[src/hdl/first_fit_block_allocator_core_assert.svh]
// Assertion macros for the allocator core.
`ifndef FIRST_FIT_BLOCK_ALLOCATOR_CORE_ASSERT_SVH
`define FIRST_FIT_BLOCK_ALLOCATOR_CORE_ASSERT_SVH

// Checked only while out of reset.
`define FFBA_ASSERT(label, prop, msg) \
    label: assert property (@(posedge clk) disable iff (!rst_n) prop) else $error(msg);

// Checked at every edge.
`define FFBA_ASSERT_ALWAYS(label, prop, msg) \
    label: assert property (@(posedge clk) prop) else $error(msg);

`endif

[src/hdl/ffba_pkg.sv]
package ffba_pkg;

    localparam int ARENA_UNITS = 1024;
    localparam int ADDR_W      = $clog2(ARENA_UNITS);
    localparam int PTR_W       = ADDR_W + 1;
    localparam int REQ_W       = 10;
    localparam int IN_DATA_W   = 24;
    localparam int OUT_DATA_W  = 16;

    localparam logic [PTR_W-1:0] END_MARK = PTR_W'(ARENA_UNITS);

    typedef enum logic [1:0] {
        RES_NONE  = 2'd0,
        RES_GRANT = 2'd1,
        RES_FAIL  = 2'd2,
        RES_FREED = 2'd3
    } res_op_t;

    typedef struct packed {
        logic    load;
        logic    read;
        logic    advance;
        logic    split_write;
        logic    link_write;
        logic    free_write;
        res_op_t res_op;
        logic    out_load;
    } cmd_t;

    typedef struct packed {
        logic is_free;
        logic req_zero;
        logic addr_zero;
        logic walk_end;
        logic fits;
        logic can_split;
        logic out_busy;
    } status_t;

endpackage

[src/hdl/ffba_ctrl.sv]
module ffba_ctrl
    import ffba_pkg::*;
(
    input  logic    clk,
    input  logic    rst_n,
    input  logic    in_valid,
    output logic    in_ready,
    input  status_t status,
    output cmd_t    cmd
);

    typedef enum logic [6:0] {
        S_IDLE   = 7'b0000001,
        S_LOOKUP = 7'b0000010,
        S_EVAL   = 7'b0000100,
        S_SPLIT  = 7'b0001000,
        S_LINK   = 7'b0010000,
        S_FREE   = 7'b0100000,
        S_DONE   = 7'b1000000
    } state_t;

    state_t state_reg;
    state_t state_next;

    always_ff @(posedge clk or negedge rst_n)
    begin
        if (!rst_n)
        begin
            state_reg <= S_IDLE;
        end
        else
        begin
            state_reg <= state_next;
        end
    end

    assign in_ready = (state_reg == S_IDLE);

    always_comb
    begin
        state_next = state_reg;
        cmd        = '0;
        cmd.res_op = RES_NONE;
        case (state_reg)
            S_IDLE:
            begin
                if (in_valid)
                begin
                    cmd.load   = 1'b1;
                    state_next = S_LOOKUP;
                end
            end
            S_LOOKUP:
            begin
                if (status.is_free)
                begin
                    state_next = S_FREE;
                end
                else if (status.req_zero || status.walk_end)
                begin
                    cmd.res_op = RES_FAIL;
                    state_next = S_DONE;
                end
                else
                begin
                    cmd.read   = 1'b1;
                    state_next = S_EVAL;
                end
            end
            S_EVAL:
            begin
                if (!status.fits)
                begin
                    cmd.advance = 1'b1;
                    state_next  = S_LOOKUP;
                end
                else if (status.can_split)
                begin
                    state_next = S_SPLIT;
                end
                else
                begin
                    state_next = S_LINK;
                end
            end
            S_SPLIT:
            begin
                cmd.split_write = 1'b1;
                state_next      = S_LINK;
            end
            S_LINK:
            begin
                cmd.link_write = 1'b1;
                cmd.res_op     = RES_GRANT;
                state_next     = S_DONE;
            end
            S_FREE:
            begin
                cmd.free_write = !status.addr_zero;
                cmd.res_op     = RES_FREED;
                state_next     = S_DONE;
            end
            S_DONE:
            begin
                if (!status.out_busy)
                begin
                    cmd.out_load = 1'b1;
                    state_next   = S_IDLE;
                end
            end
            default:
            begin
                state_next = S_IDLE;
            end
        endcase
    end

endmodule

[config.mk]
export PLATFORM = sky130hd
export DESIGN_NAME = ffba_ctrl
export DESIGN_NICKNAME = d
export VERILOG_FILES = /design/src/hdl/first_fit_block_allocator_core_assert.svh /design/src/hdl/ffba_pkg.sv /design/src/hdl/ffba_ctrl.sv
export SDC_FILE = /design/constraint.sdc
export NUM_CORES = 1
export LEC_CHECK = 0
export BUFFER_PORTS_ARGS = -buffer_cell sky130_fd_sc_hd__buf_2
export CAP_MARGIN = 20
export CORE_AREA = 2 2 39 41
export CTS_CLUSTER_DIAMETER = 60
export DETAILED_ROUTE_END_ITERATION = 10
export DIE_AREA = 0 0 41 43
export PLACE_DENSITY = 0.64
export SYNTH_ARGS = -nofsm -noshare
export SYNTH_HDL_FRONTEND = slang
export SYNTH_SLANG_ARGS = --single-unit
[constraint.sdc]
create_clock -name clk -period 2.88 [get_ports clk]
set_input_delay 0 -clock clk [delete_from_list [all_inputs] [get_ports clk]]
set_output_delay 0 -clock clk [all_outputs]
set_load 0.05 [all_outputs]
==> reports/metrics.cfg, run 1 <==
[layout]
fin_cells=98
largest_register_ff_count=7
fin_util_pct=49.6
layout.nets=93
syn2layout_area_growth_pct=38.3
drive_gt1_share_pct=34.1
mostFrequentLayoutCell=buf_2
num_antenna_cells=0
final_cell_mix=buf_2, nor2_1, nor3_1, dlygate4sd3_1, dfrtp_1
design_area_um2=687

[timing]
finalSetupViolCount=0
tns_ns=0
clock-skew-final_ns=0.00568
fin_ws_ns=0.938
hold_violations=0
rsz0062_at_grt=no
finalCritPeriodShare_pct=67.4
slew_violations=0
post-route-min-period_ns=1.94
worstMarginPinSlew_ns=0.402
slew_headroom_pct=73.1
max_freq_mhz=515

[clock_network]
clock_latency_ns=0.24
cts_buffers=3
cts.reportedPaths.clkPinSlew_ns=0.06
post_cts_buffers=0
cts-root-buf=clkbuf_4
cts_tree=built
cts.path.max_buffers=2
postCtsHoldBufs=6
ctsHtreeMaxLevel=1
clock_sinks=7
cts-resized-gates=0

[grt]
use_met2_pct=25.3
grtUsageMet3_pct=3.14
grt_max_degree=9
antenna_found_initial=0
met1_usage_pct=21.9
grt-ovfl-total=0
grt_first_pass_wirelength_um=2000
grt.busiest_layer=met2
gr-usage-all-layers_pct=15.8
first_global_vias=490

[route]
via_count=504
routedWlPerCell_um=11.7
drt-total-wl_um=1150
ant_nets=0
first_pass_iters=4
vias_per_cell=5.14
detail_route.iter0.violations=10
drc_errors=0

[pwr]
max-vdd-ir-drop_mv=0.431
p_leak_nw=0.320
power.density_mw_per_mm2=738

[placement]
placed_cell_area_um2=601
place.gp.congestion=0.778
place_ws_ns=1.24
dp.cells=88
dp_hpwl_um=810
port_buffers=19

[worst_setup_path]
worstPathRequired_ns=3.05
critPathCaptureType=flip-flop
critPathKind=reg2reg
crit_fanout=8
r2r_start=state_reg[4]
critical_path_arrival_ns=2.12
r2r_setup_slack_ns=0.94
reg2reg_to=state_reg[2]
critPathLaunchType=flip-flop
worstRegToRegCells=4

[die]
core-area_mm2=0.00138
ios=20
dieHeight_um=43
initial_core_util_pct=35.9
row_count=14
dieArea_mm2=0.00176
dieWidth_um=41

[run]
maxCapViolCount=0

[worst_hold_path]
min-delay-start=status[6]
hold_class=in2reg
hold_depth=3
hold-path-endpoint=state_reg[5]

[synth]
synth_edf_count=0
synth_cells=54
avgSynthCellArea_um2=9.20
synth.distinct_cells=27
yosysSeqAreaShare_pct=35.5
synthFlopType=dfrtp_1
async_reset_ff_share_pct=100
netlist_area_um2=497
yosys_warnings=0
syn_nets=64
synth_seq_cells=7

[run_status]
status=finished, final reports clean

[cells by family after synthesis]
| group | synth area share (%) |
|---|---|
| AOI/OAI and AO/OA | 18.4 |
| and+or+nand+nor | 41.3 |
| buffers and inverters | 3.02 |
| DFF | 35.5 |
| xor gates and xnor gates | 1.76 |
[power by group]
group	internal, mW	leakage, nW	switching (mW)
Clock	0.0528	0.0150	0.0345
Combinational	0.0929	0.212	0.161
Sequential	0.123	0.0931	0.0434
Total	0.268	0.320	0.239
[worst max path at each step]
stage	to	depth (start not counted)	slack [ns]	start
floorplan	cmd[0]	3	0.61	state_reg[2]
global placement	cmd[2]	5	1.26	state_reg[4]
detailed placement	cmd[2]	5	1.24	state_reg[4]
CTS	state_reg[2]	4	0.96	state_reg[4]
global route	state_reg[2]	4	0.82	state_reg[4]
finish	state_reg[2]	4	0.94	state_reg[4]
[final cells by class]
type	count	area [µm²]
timing repair buffer	25	155
inverter	1	3.75
tap	16	20.0
sequential	7	176
clock buffer	4	26.3
multi-input combinational	45	305
fill	128	697
[critical path, cell delays in order (launching register included)]
cell and delay, ns:
dfrtp_1 0.45, or3_4 0.47, nand3b_1 0.21, nor3_1 0.17
dlygate4sd3_1 0.58
[stage by stage]
stage | hold WS [ns] | total power [mW]
floorplan | -0.296 | 0.362
global placement | -0.156 | 0.412
detailed placement | -0.158 | 0.412
CTS | 0.0201 | 0.509
global route | 0.0134 | 0.541
finish | 0.0220 | 0.507
[synth_stat cells, types with 2 or more instances]
cell type,number,area share (%)
nand3b_1,2,3.0
nand2b_1,4,5.0
dfrtp_1,6,30
nor3b_1,4,6.0
nor4_1,2,2.5
nor3_1,6,6.0
nor2_1,6,4.5
nand2_1,5,3.8
[per-layer routing]
layer,part of all wire [%],up-vias
met5,0,-
met3,2.5,0
met4,0,0
met2,51,9
li1,-,255
met1,46,240
No activity file was read; power rests on OpenSTA's default activity.
==> inputs of run 2 (changes only) <==
clock period = 2 ns   (was 2.88 ns; I/O delays follow)
==> reports/metrics.cfg, run 2 (synthesized netlist as in run 1, its figures left out) <==
[clock_network]
clock_latency_ns=0.25
clock_sinks=7
ctsHtreeMaxLevel=1
cts.path.max_buffers=2
cts.reportedPaths.clkPinSlew_ns=0.05
cts-root-buf=clkbuf_4
cts_tree=built
cts_buffers=3
post_cts_buffers=0

[worst_setup_path]
critPathKind=reg2reg
critPathCaptureType=flip-flop
worstRegToRegCells=4
r2r_start=state_reg[4]
reg2reg_to=state_reg[2]
crit_fanout=8
r2r_setup_slack_ns=0.09
critical_path_arrival_ns=2.10
worstPathRequired_ns=2.19
critPathLaunchType=flip-flop

[layout]
fin_cells=98
final_cell_mix=buf_2, dlygate4sd3_1, nor2_1, nand2_1, clkbuf_4
num_antenna_cells=0
drive_gt1_share_pct=43.9
layout.nets=93
fillCellCount=129
syn2layout_area_growth_pct=44.1
design_area_um2=716
mostFrequentLayoutCell=buf_2
largest_register_ff_count=7

[route]
ant_nets=0
drc_errors=0
first_pass_iters=2
detail_route.iter0.violations=2
via_count=513
routedWlPerCell_um=10.9
vias_per_cell=5.23
drt-total-wl_um=1070

[die]
dieHeight_um=43
core-area_mm2=0.00138
ios=20
row_count=14
dieArea_mm2=0.00176
initial_core_util_pct=35.9
dieWidth_um=41

[placement]
place_ws_ns=0.338
placed_cell_area_um2=613
dp.cells=88
port_buffers=19
place.gp.congestion=0.833

[run_status]
status=finished, final reports clean

[timing]
max_freq_mhz=524
fin_ws_ns=0.0913
slew_violations=0
finalCritPeriodShare_pct=95.4
rsz0062_at_grt=yes
finalSetupViolCount=0
clock-skew-final_ns=0.00264
hold_violations=0
worstMarginPinSlew_ns=0.349
post-route-min-period_ns=1.91
slew_headroom_pct=76.6

[pwr]
p_leak_nw=0.320
max-vdd-ir-drop_mv=0.827
pwr-share-comb_pct=51.2
p_int_mw=0.401
power.density_mw_per_mm2=1050
p_sw_mw=0.352
power_mw=0.753
pwr-share-clk_pct=17.1
seqPwrFrac_pct=31.7
p_sw_share_pct=46.8

[worst_hold_path]
min-delay-start=status[6]
hold_depth=3
hold_class=in2reg
hold-path-endpoint=state_reg[5]

[grt]
grt_first_pass_wirelength_um=1930
first_global_vias=457
antenna_found_initial=0
grt_max_degree=9
gr-usage-all-layers_pct=16.1
grt-ovfl-total=0

[run]
maxCapViolCount=0

run 2: changes by cell type in the layout (fill, tap and decap cells not counted), sizes merged:
cell,before,now
buf,19,17
clkbuf,4,6
run 2: worst max-delay path: stages (launching register included):
cell           delay [ns]
dfrtp_2              0.45
or3_4                0.45
nand3b_1             0.24
nor3_2               0.14
dlygate4sd3_1        0.57
run 2: layout make-up:
cell class / instances / area (µm²) / share of cell area [%]
multi-input cells: 45 / 327 / 45.6
flip-flops and latches: 7 / 179 / 25.0
repair buffers: 25 / 160 / 22.4
clock buffers: 4 / 26.3 / 3.67
well taps: 16 / 20.0 / 2.80
inverters: 1 / 3.75 / 0.524
run 2: power by group through the flow:
stage,logic [mW],registers [mW],clock network (mW)
floorplan,0.304,0.224,0
global placement,0.357,0.241,0
detailed placement,0.358,0.238,0
CTS,0.370,0.236,0.133
global route,0.421,0.248,0.149
finish,0.386,0.239,0.129
run 2: how the worst max path moves through the flow:
stage	startpoint	end	slack, ns	cells after the start
after floorplan	state_reg[5]	state_reg[1]	0.01	5
after global placement	state_reg[4]	cmd[8]	0.35	5
after detailed placement	state_reg[4]	cmd[8]	0.34	5
after CTS	state_reg[4]	cmd[8]	0.06	5
after global routing	state_reg[4]	state_reg[2]	-0.002	4
final	state_reg[4]	state_reg[2]	0.09	4
run 2: layer usage:
layer	global-route usage [%]	vias to the layer above	routed length, µm
met4	10.0	0	19
met3	3.14	4	49
met1	22.4	233	499
li1	-	261	-
met2	21.9	15	504
met5	0	-	0
run 2: per-stage QoR:
| stage | setup TNS, ns | util (%) | hold WS [ns] |
|---|---|---|---|
| after global routing | -0.00366 | 51.7 | 0.00764 |
| after global placement | 0 | 44.3 | -0.154 |
| final | 0 | 51.7 | 0.0122 |
| after detailed placement | 0 | 44.3 | -0.157 |
| after floorplan | 0 | - | -0.296 |
| after CTS | 0 | 50.5 | 0.0137 |
run 2: timing repair:
item / 4_1_cts / 5_1_grt
endpoints found under the setup margin: 0 / 3
resized for setup: 0 / 7
hold buffers: 6 / 0
endpoints found under the hold margin: 10 / 0
